**src/rtl/cdg_pkg.sv**
```systemverilog
// ----------------------------------------------------------------------------
// Cross-to-dot grid interpolation package
// Shared register indexes, field widths and the position flag bundle.
// ----------------------------------------------------------------------------
package cdg_pkg;

   localparam int ROWS_W     = 16;
   localparam int COLS_W     = 11;
   localparam int CSR_ADDR_W = 1;
   localparam int CSR_DATA_W = 16;

   localparam logic [CSR_ADDR_W-1:0] CSR_NUM_ROWS = 1'd0;
   localparam logic [CSR_ADDR_W-1:0] CSR_NUM_COLS = 1'd1;

   // where the current request sits on the grid border
   typedef struct packed {
      logic top_row;
      logic bottom_row;
      logic first_col;
      logic last_col;
   } pos_flags_type;

endpackage

```
**src/rtl/cdg_avg.sv**
```systemverilog
// ----------------------------------------------------------------------------
// Four-point average
// Sums the 1, 2 or 4 samples picked by the border flags and floors the mean.
// ----------------------------------------------------------------------------
module cdg_avg #(
   parameter int SAMPLE_BITS = 24
) (
   input  logic signed [SAMPLE_BITS-1:0] cur,
   input  logic signed [SAMPLE_BITS-1:0] left,
   input  logic signed [SAMPLE_BITS-1:0] up,
   input  logic signed [SAMPLE_BITS-1:0] up_left,
   input  cdg_pkg::pos_flags_type        flags,
   output logic signed [SAMPLE_BITS-1:0] avg
);

   import cdg_pkg::*;

   localparam int SUM_W = SAMPLE_BITS + 2;

   logic use_cur_row, use_prev_row, use_cur_col, use_prev_col;
   logic signed [SUM_W-1:0] sum;
   logic signed [SUM_W-1:0] shifted;
   logic [1:0] sh;

   always_comb begin
      use_cur_row  = !flags.bottom_row;
      use_prev_row = !flags.top_row;
      use_cur_col  = !flags.last_col;
      use_prev_col = !flags.first_col;

      sum = '0;
      if (use_cur_row && use_cur_col)   sum = sum + SUM_W'(cur);
      if (use_cur_row && use_prev_col)  sum = sum + SUM_W'(left);
      if (use_prev_row && use_cur_col)  sum = sum + SUM_W'(up);
      if (use_prev_row && use_prev_col) sum = sum + SUM_W'(up_left);

      sh = {1'b0, use_cur_row && use_prev_row} + {1'b0, use_cur_col && use_prev_col};
      // arithmetic shift rounds toward minus infinity
      shifted = sum >>> sh;
      avg     = shifted[SAMPLE_BITS-1:0];
   end

endmodule

```
**config.mk**
```make
export PLATFORM = sky130hd
export DESIGN_NAME = cdg_avg
export DESIGN_NICKNAME = d
export VERILOG_FILES = /design/src/rtl/cdg_pkg.sv /design/src/rtl/cdg_avg.sv
export SDC_FILE = /design/constraint.sdc
export NUM_CORES = 1
export LEC_CHECK = 0
export BUFFER_PORTS_ARGS = -buffer_cell sky130_fd_sc_hd__buf_2
export CAP_MARGIN = 20
export CORE_MARGIN = 1.5
export CORE_UTILIZATION = 35
export DETAILED_ROUTE_END_ITERATION = 10
export PLACE_DENSITY = 0.57
export SETUP_SLACK_MARGIN = 0.3
export SLEW_MARGIN = 10
export SYNTH_ARGS = -nofsm -noshare
export SYNTH_HDL_FRONTEND = slang
export SYNTH_SLANG_ARGS = --single-unit
```
**constraint.sdc**
```tcl
create_clock -name vclk -period 8.9
set_input_delay 1.335 -clock vclk [all_inputs]
set_output_delay 1.335 -clock vclk [all_outputs]
set_load 0.02 [all_outputs]
```
==> impl_metrics.env <==
export IMPL_whs_endpoint="avg[0]"
export IMPL_io_pins=124
export IMPL_start_kind="input port"
export IMPL_layout_commonest_cell="buf_4"
export IMPL_hold_viol_final=0
export IMPL_grt_first_pass_wirelength_mm=33.9
export IMPL_synth_top_area_share_pct=16.1
export IMPL_grt_use_total_pct=23.1
export IMPL_ant_nets=0
export IMPL_ys_seq_area_share_pct=0
export IMPL_drive_above_1_share_pct=39.6
export IMPL_post_dp_hpwl_mm=16.6
export IMPL_syn_area_mm2=0.00582
export IMPL_post_route_period_util_pct=97.3
export IMPL_max_vdd_ir_drop_v=0.0000531
export IMPL_powerDensity_mw_per_mm2=94.3
export IMPL_design_core_area_mm2=0.0161
export IMPL_synth_area_leader_cell="ha_1"
export IMPL_remaining_drc_errors=0
export IMPL_syn_inst=854
export IMPL_critPathMaxFanout=8
export IMPL_synthesis_nets=1032
export IMPL_drt_pass1_iter_count=5
export IMPL_fmax_mhz=115
export IMPL_diodes=0
export IMPL_period_minus_slack_ps=8660
export IMPL_setup_viol=0
export IMPL_die_w_um=132
export IMPL_leakagePower_uw=0.00392
export IMPL_rsz0062_at_grt="true"
export IMPL_yosysWarnings=0
export IMPL_worstHoldStart="up_left[1]"
export IMPL_start_util_pct=36.3
export IMPL_min_path_type="input port to output pin"
export IMPL_grt_pass1_vias=7012
export IMPL_synth_distinct_cells=78
export IMPL_final_area_mm2=0.00852
export IMPL_placed_area_mm2=0.00718
export IMPL_via_per_inst=5.65
export IMPL_final_cell_mix="buf_4, buf_2, nand2_1"
export IMPL_nets=1257
export IMPL_crit_arrival_ps=7330
export IMPL_nClkBuffers=0
export IMPL_worstPathRequired_ps=7570
export IMPL_cp_startpoint="flags[0]"
export IMPL_portBuffers=124
export IMPL_holdPathStages=7
export IMPL_seqCellArea_um2=0
export IMPL_row_count=46
export IMPL_fin_hold_ws_ps=3480
export IMPL_place_congestion=0.904
export IMPL_post_drt_wl_per_cell_um=16.6
export IMPL_slew_viol_final=0
export IMPL_hold_buffers=0
export IMPL_drt_iter0_drc=464
export IMPL_antenna_found_initial=0
export IMPL_die_h_um=132
export IMPL_syn_avg_cell_area_um2=6.82
export IMPL_cp_end_kind="output pin"
export IMPL_outcome="finished, final reports clean"
export IMPL_synth_area_leaders="ha_1, o21ai_0, a21oi_1, nand2_1, mux2i_1"
export IMPL_synthToLayoutAreaGrowth_pct=46.2
export IMPL_fin_setup_tns_ps=0
export IMPL_via_count=7301
export IMPL_relSlewSlack_pct=56.4
export IMPL_final_core_util_pct=53.0
export IMPL_crit_slowest_cell="a221o_1"
export IMPL_grt_overflow=0
export IMPL_path_class="input port to output pin"
export IMPL_die_area_mm2=0.0174
export IMPL_timing_critical_path_slowest_cell_delay_ps=400
export IMPL_n_sequential_cell=0
export IMPL_tightestPinTransition_ps=654
export IMPL_routed_wl_mm=21.5
export IMPL_grt_start_max_net_pins=35
export IMPL_max_cap_violations=0
## synth_stat cells, drive strengths merged, types with 6 or more instances
library cell / number
a31oi: 15
o21bai: 6
and2: 27
o21ai: 82
nor3: 13
or2: 7
clkbuf: 37
nor2b: 9
mux2i: 32
o211ai: 12
nand4: 6
o21a: 18
mux2: 9
a211oi: 19
xnor2: 36
nand2b: 9
o22ai: 6
nand3: 20
a21o: 30
inv: 34
and3: 17
nand2: 88
a21oi: 71
xor2: 17
ha: 75
nor2: 63
## what timing repair did
item	4_1_cts	5_1_grt
setup endpoints to repair	12	16
resized for setup	74	115
setup buffers	45	19
pin swaps	61	65
## cell type report
type               count  area [um^2]
fillers             1577         7540
multi-input cells    779         6300
repair buffers       264         1820
well taps            216          270
inverters             34          128
## metal layers
metal  GRT usage [%]  wire [um]  vias up
met2            42.3      10800      210
met4            5.49        416        0
li1                -          -     3663
met1            30.1       9480     3400
met5               0          0        -
met3           0.308        831       28
## logic make-up after synthesis
family / after synthesis / share of synthesized area, %
compound gates: 322 / 37.1
simple gates: 278 / 23.3
fa+ha+maj: 80 / 17.5
buf+inv: 75 / 5.01
xor+xnor: 53 / 7.97
mux: 46 / 9.17
## report_power, final
group          internal [uW]  switching (uW)
logic                    384             419
registers                  0               0
clock network              0               0
## stage by stage
stage,power [uW],cells,setup WS (ps)
final,803,1293,237
after global routing,875,1293,-134
after CTS,717,1274,302
after detailed placement,645,1229,-229
after global placement,646,1229,-130
after floorplan,453,854,293
## how the worst max path moves through the flow
stage | endpoint | slack, ps
2_1_floorplan | avg[21] | 290
3_3_place_gp | avg[21] | -130
3_5_place_dp | avg[23] | -230
4_1_cts | avg[17] | 300
5_1_grt | avg[23] | -130
6_report | avg[23] | 240
## worst max-delay path, delay by kind of cell
family	cells	cell delay (ps)
AO/OA/AOI/OAI	13	2680
XOR/XNOR	3	560
adder cells (fa/ha/maj)	3	680
buffers and inverters	6	700
multiplexers	1	280
AND/OR/NAND/NOR	7	1050
No activity file was read; power rests on OpenSTA's default activity.
